<file path="config.mk">
export PLATFORM = sky130hd
export DESIGN_NAME = photocell_night_timer_flat
export DESIGN_NICKNAME = d
export VERILOG_FILES = /design/src/rtl/pnt_pkg.sv /design/src/rtl/pnt_if.sv /design/src/rtl/pnt_step.sv /design/src/rtl/photocell_night_timer.sv /design/src/flat_wrapper.sv
export SDC_FILE = /design/constraint.sdc
export NUM_CORES = 1
export LEC_CHECK = 0
export ABC_CLOCK_PERIOD_IN_PS = 15300
export BUFFER_PORTS_ARGS = -buffer_cell sky130_fd_sc_hd__buf_2
export CAP_MARGIN = 40
export CELL_PAD_IN_SITES_DETAIL_PLACEMENT = 1
export CELL_PAD_IN_SITES_GLOBAL_PLACEMENT = 1
export CORE_MARGIN = 2
export CORE_UTILIZATION = 45
export DETAILED_ROUTE_END_ITERATION = 8
export PLACE_DENSITY_LB_ADDON = 0.1
export SYNTH_ARGS = -nofsm -noshare
export SYNTH_HDL_FRONTEND = slang
export SYNTH_SLANG_ARGS = --single-unit
export TNS_END_PERCENT = 50
</file>
<file path="constraint.sdc">
create_clock -name clk_i -period 15.3 [get_ports clk_i]
set_input_delay 3.06 -clock clk_i [delete_from_list [all_inputs] [get_ports clk_i]]
set_output_delay 3.06 -clock clk_i [all_outputs]
set_load 0.02 [all_outputs]
</file>
<file path="src/rtl/pnt_pkg.sv">
// ----------------------------------------------------------------------------
// pnt_pkg
// Shared types, register codes and constants of the photocell night timer.
// ----------------------------------------------------------------------------
package pnt_pkg;

  localparam int unsigned LEVEL_W = 10;
  localparam int unsigned CNT_W   = 8;
  localparam int unsigned TICK_W  = 16;
  localparam int unsigned HOUR_W  = 4;
  localparam int unsigned MODE_W  = 2;

  localparam int unsigned CFG_IDX_W  = 8;
  localparam int unsigned CFG_DATA_W = 16;

  // register indexes on the configuration port
  localparam logic [CFG_IDX_W-1:0] CFG_DARK_THRESHOLD = 8'd0;
  localparam logic [CFG_IDX_W-1:0] CFG_LIGHT_MARGIN   = 8'd1;
  localparam logic [CFG_IDX_W-1:0] CFG_CONFIRM_TICKS  = 8'd2;
  localparam logic [CFG_IDX_W-1:0] CFG_TICKS_PER_HOUR = 8'd3;

  localparam logic [LEVEL_W-1:0] DARK_THRESHOLD_RST = 10'd600;
  localparam logic [LEVEL_W-1:0] LIGHT_MARGIN_RST   = 10'd90;
  localparam logic [CNT_W-1:0]   CONFIRM_TICKS_RST  = 8'd40;
  localparam logic [TICK_W-1:0]  TICKS_PER_HOUR_RST = 16'd35700;

  // mode codes as seen on the result word
  localparam logic [MODE_W-1:0] MODE_WAIT    = 2'd0;
  localparam logic [MODE_W-1:0] MODE_ON      = 2'd1;
  localparam logic [MODE_W-1:0] MODE_EXPIRED = 2'd2;

  // trimpot breakpoints and the on-times they select
  localparam logic [LEVEL_W-1:0] TRIM_LIM_1H  = 10'd58;
  localparam logic [LEVEL_W-1:0] TRIM_LIM_2H  = 10'd365;
  localparam logic [LEVEL_W-1:0] TRIM_LIM_3H  = 10'd560;
  localparam logic [LEVEL_W-1:0] TRIM_LIM_4H  = 10'd670;
  localparam logic [LEVEL_W-1:0] TRIM_LIM_6H  = 10'd755;
  localparam logic [LEVEL_W-1:0] TRIM_LIM_8H  = 10'd828;
  localparam logic [LEVEL_W-1:0] TRIM_LIM_10H = 10'd950;

  typedef enum logic [2:0] {
    ST_WAIT    = 3'b001,
    ST_ON      = 3'b010,
    ST_EXPIRED = 3'b100
  } run_state_e;

  typedef struct packed {
    logic [LEVEL_W-1:0] dark_threshold;
    logic [LEVEL_W-1:0] light_margin;
    logic [CNT_W-1:0]   confirm_ticks;
    logic [TICK_W-1:0]  ticks_per_hour;
  } cfg_t;

  typedef struct packed {
    run_state_e         run_state;
    logic [CNT_W-1:0]   dark_cnt;
    logic [CNT_W-1:0]   light_cnt;
    logic [TICK_W-1:0]  tick_cnt;
    logic [HOUR_W-1:0]  hour_cnt;
    logic [HOUR_W-1:0]  hours_lat;
  } timer_state_t;

  function automatic logic [HOUR_W-1:0] hours_from_trim(input logic [LEVEL_W-1:0] trim);
    logic [HOUR_W-1:0] h;
    priority if (trim < TRIM_LIM_1H)  h = 4'd1;
    else if (trim < TRIM_LIM_2H)      h = 4'd2;
    else if (trim < TRIM_LIM_3H)      h = 4'd3;
    else if (trim < TRIM_LIM_4H)      h = 4'd4;
    else if (trim < TRIM_LIM_6H)      h = 4'd6;
    else if (trim < TRIM_LIM_8H)      h = 4'd8;
    else if (trim < TRIM_LIM_10H)     h = 4'd10;
    else                              h = 4'd12;
    return h;
  endfunction

  function automatic logic [MODE_W-1:0] mode_code(input run_state_e s);
    logic [MODE_W-1:0] m;
    unique case (s)
      ST_ON:      m = MODE_ON;
      ST_EXPIRED: m = MODE_EXPIRED;
      default:    m = MODE_WAIT;
    endcase
    return m;
  endfunction

endpackage

</file>
<file path="src/rtl/pnt_if.sv">
// ----------------------------------------------------------------------------
// pnt_if
// Valid/ready channels of the photocell night timer: tick input, result
// output and configuration write.
// ----------------------------------------------------------------------------
interface pnt_in_if;
  logic                        valid;
  logic                        ready;
  logic [pnt_pkg::LEVEL_W-1:0] light_level;
  logic [pnt_pkg::LEVEL_W-1:0] trim_level;

  modport source (output valid, light_level, trim_level, input ready);
  modport sink   (input valid, light_level, trim_level, output ready);
endinterface

interface pnt_out_if;
  logic                        valid;
  logic                        ready;
  logic                        relay_on;
  logic [pnt_pkg::MODE_W-1:0]  mode;
  logic [pnt_pkg::HOUR_W-1:0]  hours_chosen;

  modport source (output valid, relay_on, mode, hours_chosen, input ready);
  modport sink   (input valid, relay_on, mode, hours_chosen, output ready);
endinterface

interface pnt_cfg_if;
  logic                           valid;
  logic                           ready;
  logic [pnt_pkg::CFG_IDX_W-1:0]  index;
  logic [pnt_pkg::CFG_DATA_W-1:0] data;

  modport source (output valid, index, data, input ready);
  modport sink   (input valid, index, data, output ready);
endinterface

</file>
<file path="src/rtl/pnt_step.sv">
// ----------------------------------------------------------------------------
// pnt_step
// Next-state logic of the timer for one tick: night/day confirmation,
// on-time latch and the tick/hour counters.
// ----------------------------------------------------------------------------
module pnt_step (
  input  pnt_pkg::cfg_t                   cfg_i,
  input  pnt_pkg::timer_state_t           state_i,
  input  logic [pnt_pkg::LEVEL_W-1:0]     light_level_i,
  input  logic [pnt_pkg::LEVEL_W-1:0]     trim_level_i,
  output pnt_pkg::timer_state_t           state_o
);

  logic [pnt_pkg::CNT_W-1:0]   confirm;
  logic [pnt_pkg::TICK_W-1:0]  tph;
  logic [pnt_pkg::LEVEL_W-1:0] light_limit;
  logic                        dark;
  logic                        light;
  logic [pnt_pkg::CNT_W-1:0]   dark_inc;
  logic [pnt_pkg::CNT_W-1:0]   light_inc;
  logic [pnt_pkg::TICK_W-1:0]  tick_inc;
  logic [pnt_pkg::HOUR_W-1:0]  hour_inc;

  always_comb begin
    confirm     = (cfg_i.confirm_ticks == '0) ? pnt_pkg::CNT_W'(1) : cfg_i.confirm_ticks;
    tph         = (cfg_i.ticks_per_hour == '0) ? pnt_pkg::TICK_W'(1) : cfg_i.ticks_per_hour;
    // margin above threshold floors the light limit at zero
    light_limit = (cfg_i.dark_threshold > cfg_i.light_margin) ?
                  (cfg_i.dark_threshold - cfg_i.light_margin) : '0;
    dark        = light_level_i > cfg_i.dark_threshold;
    light       = light_level_i < light_limit;

    dark_inc  = (state_i.dark_cnt == '1) ? state_i.dark_cnt : state_i.dark_cnt + 1'b1;
    light_inc = (state_i.light_cnt == '1) ? state_i.light_cnt : state_i.light_cnt + 1'b1;
    tick_inc  = state_i.tick_cnt + 1'b1;
    hour_inc  = state_i.hour_cnt + 1'b1;

    state_o = state_i;
    unique case (state_i.run_state)
      pnt_pkg::ST_ON: begin
        state_o.light_cnt = light ? light_inc : '0;
        if (state_o.light_cnt >= confirm) begin
          state_o.run_state = pnt_pkg::ST_WAIT;
          state_o.dark_cnt  = '0;
          state_o.light_cnt = '0;
        end else begin
          state_o.tick_cnt = tick_inc;
          if (tick_inc >= tph) begin
            state_o.tick_cnt = '0;
            state_o.hour_cnt = hour_inc;
            if (hour_inc >= state_i.hours_lat) begin
              state_o.run_state = pnt_pkg::ST_EXPIRED;
              state_o.light_cnt = '0;
            end
          end
        end
      end
      pnt_pkg::ST_EXPIRED: begin
        // stay off until the reading is no longer dark
        if (!dark) begin
          state_o.run_state = pnt_pkg::ST_WAIT;
          state_o.dark_cnt  = '0;
        end
      end
      default: begin
        state_o.run_state = pnt_pkg::ST_WAIT;
        state_o.dark_cnt  = dark ? dark_inc : '0;
        if (state_o.dark_cnt >= confirm) begin
          state_o.run_state = pnt_pkg::ST_ON;
          state_o.hours_lat = pnt_pkg::hours_from_trim(trim_level_i);
          state_o.dark_cnt  = '0;
          state_o.light_cnt = '0;
          state_o.tick_cnt  = '0;
          state_o.hour_cnt  = '0;
        end
      end
    endcase
  end

endmodule

</file>
<file path="src/rtl/photocell_night_timer.sv">
// ----------------------------------------------------------------------------
// photocell_night_timer
// Dusk-to-timeout relay controller with light hysteresis, one tick per word.
// ----------------------------------------------------------------------------
// Each input word is one sensor tick and yields exactly one result word that
// shows the relay, mode and latched on-time after that tick. A word passes an
// input register and then the result register, where its result is held until
// it is taken. A new tick is accepted every cycle while the result register is
// not stalled: the state update is a loop through the step logic and the
// state register, and the result register is refilled in the cycle it is taken.
// Configuration is written on its own channel, which is always ready; writes
// to unknown indexes are ignored. After reset no initialization pass is needed.
module photocell_night_timer (
  input  logic      clk_i,
  input  logic      rst_ni,
  pnt_in_if.sink    in_i,
  pnt_out_if.source out_o,
  pnt_cfg_if.sink   cfg_i
);

  pnt_pkg::cfg_t         cfg_q;
  pnt_pkg::timer_state_t state_q, state_d;

  logic                        in_valid_q;
  logic [pnt_pkg::LEVEL_W-1:0] light_q;
  logic [pnt_pkg::LEVEL_W-1:0] trim_q;
  logic                        out_valid_q;
  logic                        relay_q;
  logic [pnt_pkg::MODE_W-1:0]  mode_q;
  logic [pnt_pkg::HOUR_W-1:0]  hours_q;
  logic                        advance;

  assign advance     = in_valid_q && (!out_valid_q || out_o.ready);
  assign in_i.ready  = !in_valid_q || advance;
  assign cfg_i.ready = 1'b1;

  // configuration registers
  always_ff @(posedge clk_i or negedge rst_ni) begin
    if (!rst_ni) begin
      cfg_q.dark_threshold <= pnt_pkg::DARK_THRESHOLD_RST;
      cfg_q.light_margin   <= pnt_pkg::LIGHT_MARGIN_RST;
      cfg_q.confirm_ticks  <= pnt_pkg::CONFIRM_TICKS_RST;
      cfg_q.ticks_per_hour <= pnt_pkg::TICKS_PER_HOUR_RST;
    end else if (cfg_i.valid) begin
      unique case (cfg_i.index)
        pnt_pkg::CFG_DARK_THRESHOLD: cfg_q.dark_threshold <= cfg_i.data[pnt_pkg::LEVEL_W-1:0];
        pnt_pkg::CFG_LIGHT_MARGIN:   cfg_q.light_margin   <= cfg_i.data[pnt_pkg::LEVEL_W-1:0];
        pnt_pkg::CFG_CONFIRM_TICKS:  cfg_q.confirm_ticks  <= cfg_i.data[pnt_pkg::CNT_W-1:0];
        pnt_pkg::CFG_TICKS_PER_HOUR: cfg_q.ticks_per_hour <= cfg_i.data;
        default: ;
      endcase
    end
  end

  // input register
  always_ff @(posedge clk_i or negedge rst_ni) begin
    if (!rst_ni) begin
      in_valid_q <= 1'b0;
    end else if (in_i.ready) begin
      in_valid_q <= in_i.valid;
    end
  end

  always_ff @(posedge clk_i) begin
    if (in_i.valid && in_i.ready) begin
      light_q <= in_i.light_level;
      trim_q  <= in_i.trim_level;
    end
  end

  pnt_step u_step (
    .cfg_i         (cfg_q),
    .state_i       (state_q),
    .light_level_i (light_q),
    .trim_level_i  (trim_q),
    .state_o       (state_d)
  );

  always_ff @(posedge clk_i or negedge rst_ni) begin
    if (!rst_ni) begin
      state_q.run_state <= pnt_pkg::ST_WAIT;
      state_q.dark_cnt  <= '0;
      state_q.light_cnt <= '0;
      state_q.tick_cnt  <= '0;
      state_q.hour_cnt  <= '0;
      state_q.hours_lat <= '0;
    end else if (advance) begin
      state_q <= state_d;
    end
  end

  // result register
  always_ff @(posedge clk_i or negedge rst_ni) begin
    if (!rst_ni) begin
      out_valid_q <= 1'b0;
    end else if (advance) begin
      out_valid_q <= 1'b1;
    end else if (out_o.ready) begin
      out_valid_q <= 1'b0;
    end
  end

  always_ff @(posedge clk_i) begin
    if (advance) begin
      relay_q <= (state_d.run_state == pnt_pkg::ST_ON);
      mode_q  <= pnt_pkg::mode_code(state_d.run_state);
      hours_q <= state_d.hours_lat;
    end
  end

  assign out_o.valid        = out_valid_q;
  assign out_o.relay_on     = relay_q;
  assign out_o.mode         = mode_q;
  assign out_o.hours_chosen = hours_q;

endmodule

</file>
<file path="src/flat_wrapper.sv">
// flat-port wrapper written by rule: the top's interface ports become plain ports
module photocell_night_timer_flat 
  (clk_i, rst_ni, in_i_valid, in_i_light_level, in_i_trim_level, in_i_ready, out_o_valid, out_o_relay_on, out_o_mode, out_o_hours_chosen, out_o_ready, cfg_i_valid, cfg_i_index, cfg_i_data, cfg_i_ready);
  pnt_in_if in_i_i ();
  pnt_out_if out_o_i ();
  pnt_cfg_if cfg_i_i ();
  input  logic clk_i;
  input  logic rst_ni;
  input wire logic [$bits(in_i_i.valid)-1:0] in_i_valid;
  input wire logic [$bits(in_i_i.light_level)-1:0] in_i_light_level;
  input wire logic [$bits(in_i_i.trim_level)-1:0] in_i_trim_level;
  output wire logic [$bits(in_i_i.ready)-1:0] in_i_ready;
  output wire logic [$bits(out_o_i.valid)-1:0] out_o_valid;
  output wire logic [$bits(out_o_i.relay_on)-1:0] out_o_relay_on;
  output wire logic [$bits(out_o_i.mode)-1:0] out_o_mode;
  output wire logic [$bits(out_o_i.hours_chosen)-1:0] out_o_hours_chosen;
  input wire logic [$bits(out_o_i.ready)-1:0] out_o_ready;
  input wire logic [$bits(cfg_i_i.valid)-1:0] cfg_i_valid;
  input wire logic [$bits(cfg_i_i.index)-1:0] cfg_i_index;
  input wire logic [$bits(cfg_i_i.data)-1:0] cfg_i_data;
  output wire logic [$bits(cfg_i_i.ready)-1:0] cfg_i_ready;
  assign in_i_i.valid = in_i_valid;
  assign in_i_i.light_level = in_i_light_level;
  assign in_i_i.trim_level = in_i_trim_level;
  assign in_i_ready = in_i_i.ready;
  assign out_o_valid = out_o_i.valid;
  assign out_o_relay_on = out_o_i.relay_on;
  assign out_o_mode = out_o_i.mode;
  assign out_o_hours_chosen = out_o_i.hours_chosen;
  assign out_o_i.ready = out_o_ready;
  assign cfg_i_i.valid = cfg_i_valid;
  assign cfg_i_i.index = cfg_i_index;
  assign cfg_i_i.data = cfg_i_data;
  assign cfg_i_ready = cfg_i_i.ready;
  photocell_night_timer u_core (.clk_i(clk_i), .rst_ni(rst_ni), .in_i(in_i_i), .out_o(out_o_i), .cfg_i(cfg_i_i));
endmodule
</file>
==> impl_metrics.tcl <==
set metrics [dict create \
    max_slew_margin_pct 43.6 \
    start_util_pct 46.1 \
    status "finished, final reports clean" \
    grt_max_degree 63 \
    io_buffers 57 \
    synth_area_leaders "dfrtp_1 (24%), ha_1 (12%), edfxtp_1 (11%)" \
    cts_resized 0 \
    die_area_mm2 0.0173 \
    cap_violations 0 \
    cts_tree "done" \
    overflow 0 \
    cts_root_buf "clkbuf_16" \
    yosys_warnings 0 \
    worst_setup_path_start_kind "input port" \
    worst_pin_slew_ns 0.845 \
    finalSetupTns_ns 0 \
    grt_pass1_vias 6229 \
    path_class "in2out" \
    syn_nets 837 \
    clockBufferDepth 2 \
    synthAdderAreaFrac_pct 12.1 \
    die_x_um 132 \
    ir_drop_v 0.000129 \
    clk_pin_slew_worst_paths_ns 0.06 \
    cts_made_buffers 17 \
    firstDrtPassIters 5 \
    hold_path.class "reg2reg" \
    synth_mux_area_share_pct 7.28 \
    synth_compound_area_share_pct 15.7 \
    leakagePower_nw 3.87 \
    hpwl_um 13900 \
    setup_viol 0 \
    drtIter0Drc 171 \
    ys.flop_type "dfrtp_1" \
    vias 5658 \
    via_per_inst 5.58 \
    fin_worst_skew_ns 0.0133 \
    arrival_ns 3.51 \
    areaGrowthSynthToFinish_pct 14.6 \
    setup_slack_ns 8.73 \
    synth_top_family_by_area "compound AO/OA/AOI/OAI gates" \
    maxSlewViolCount 0 \
    cts_sinks 116 \
    coreArea_mm2 0.0159 \
    wirelength_um 18200 \
    synth_xor_area_share_pct 3.11 \
    yosysTopAreaCell "dfrtp_1" \
    h-tree-depth 4 \
    drc_errors 0 \
    fin_crit_ns 6.57 \
    cts_setup_buffers 0 \
    hold_buffers 0 \
    antenna_left 0 \
    ys_top_cells_by_count "dfrtp_1 (70), ha_1 (69), nand2_1 (64)" \
    synth-edff-count 27 \
    wl_per_cell_um 18.0 \
    fin_crit_sh_pct 43.0 \
    yosysMostFrequentCell "dfrtp_1" \
    drive_above_1_share_pct 21.3 \
    fin_nets 903 \
    ioPinCount 59 \
    grt_pass1_wl_um 30800 \
    yosysUniqueCellTypes 72 \
    hold_viol 0 \
    antenna_found_initial 1 \
    dp_slack_ns 8.72 \
    syn-cell-area_mm2 0.00732 \
    avgSynthCellArea_um2 10.2 \
    fmax_mhz 152 \
    worstPathMaxFanout 3 \
    rsz0062_at_grt "no" \
    cp.required_ns 12.24 \
    powerDensity_mw_per_mm2 119 \
    ys_ff_latch 116 \
    grt_use_total_pct 22.2 \
    seq_area_frac_synth_pct 41.8 \
    synth_simple_gate_area_share_pct 15.4 \
    end_kind "primary output" \
    fp-row-count 46 \
    dieHeight_um 132 \
    clkLatencyLatePin_ns 0.42 \
    place_congestion 0.840 \
    synth_top_cell_area_share_pct 23.9 \
    synthCells 718 \
    synthArstFlopShare_pct 76.7 \
]
==> cell type report <==
| type | count | area, um^2 |
|---|---|---|
| Inverter | 58 | 218 |
| Fill cell | 1792 | 7490 |
| Clock buffer | 21 | 450 |
| Multi-Input combinational cell | 529 | 3930 |
| Clock inverter | 11 | 129 |
| Antenna cell | 1 | 2.50 |
| Tap cell | 216 | 270 |
| Sequential cell | 116 | 3060 |
| Timing Repair Buffer | 62 | 329 |
==> path summary, 6_finish.rpt <==
kind	start	end	slack, ns	depth (start not counted)
worst max-delay path	out_o_ready	in_i_ready	8.73	3
worst min-delay path	u_core.cfg_q[18]	u_core.cfg_q[18]	0.51	1
worst max register to register	u_core.cfg_q[34]	u_core.state_q[22]	8.83	25
worst min register to register	u_core.cfg_q[18]	u_core.cfg_q[18]	0.51	1
max in group asynchronous	rst_ni	u_core.cfg_q[29]	11.60	2
min in group asynchronous	rst_ni	u_core.state_q[41]	2.57	1
==> layout by cell type, fill, tap and decap left out, types with 6 or more instances in the layout <==
| cell type | count |
|---|---|
| a22o_1 | 6 |
| mux2_2 | 41 |
| dfrtp_1 | 70 |
| xnor2_1 | 11 |
| nand3b_1 | 7 |
| nand4_1 | 11 |
| o21ai_0 | 32 |
| and2_1 | 6 |
| and3_1 | 16 |
| o21a_1 | 7 |
| buf_2 | 56 |
| a21oi_1 | 45 |
| nor3_1 | 10 |
| nor2b_1 | 8 |
| a41oi_1 | 8 |
| a31oi_1 | 17 |
| nand3_1 | 20 |
| inv_1 | 57 |
| mux2i_1 | 6 |
| ha_1 | 69 |
| nand2_1 | 64 |
| clkbuf_16 | 17 |
| edfxtp_1 | 27 |
| nor2_1 | 41 |
| xor2_1 | 15 |
| a21o_1 | 11 |
| dfstp_2 | 19 |
| nand2b_1 | 10 |
==> cell families (layout without fill, tap and decap cells) <==
kind of cell,count (synthesis),count (layout)
muxes,48,48
DFF,116,116
AOI/OAI and AO/OA,171,171
adders and majority gates,70,70
xor gates and xnor gates,26,26
and+or+nand+nor,213,213
buffers and inverters,73,152
other,1,2
==> flip-flops by register name (all words and copies together), names as in the netlist <==
signal / cells
u_core.out_o.valid: 1
u_core.trim_q: 10
u_core.out_o.hours_chosen: 4
u_core.light_q: 10
u_core.state_q: 43
u_core.out_o.relay_on: 1
u_core.cfg_q: 44
u_core.in_valid_q: 1
u_core.out_o.mode: 2
==> metrics by stage <==
step	area, um^2	power, mW	util, %	cells	hold WS (ns)
after floorplan	7320	0.540	-	718	0.457
after global placement	7780	0.595	49.0	978	0.470
after detailed placement	7810	0.610	49.2	981	0.495
after CTS	8390	1.01	52.8	1013	0.507
after global routing	8390	1.05	52.8	1014	0.529
final	8390	0.997	52.8	1014	0.508
==> power by group <==
group	internal, mW	leakage, nW	switching, mW	total, mW
Sequential	0.350	1.39	0.0219	0.372
Combinational	0.0946	2.20	0.137	0.232
Clock	0.245	0.278	0.149	0.394
==> per-layer routing <==
layer  up-vias  wire, um  track usage, %
li1       2751         -               -
met1      2820      8030            26.5
met2        73      9500            40.3
met3        14       440            4.48
met4         0       240            6.46
met5         -         0               0
==> critical path: stages <==
cell and delay (ns):
buf_2 0.10, nand3b_1 0.17, buf_2 0.18
Power figures use the tool's default switching activity.
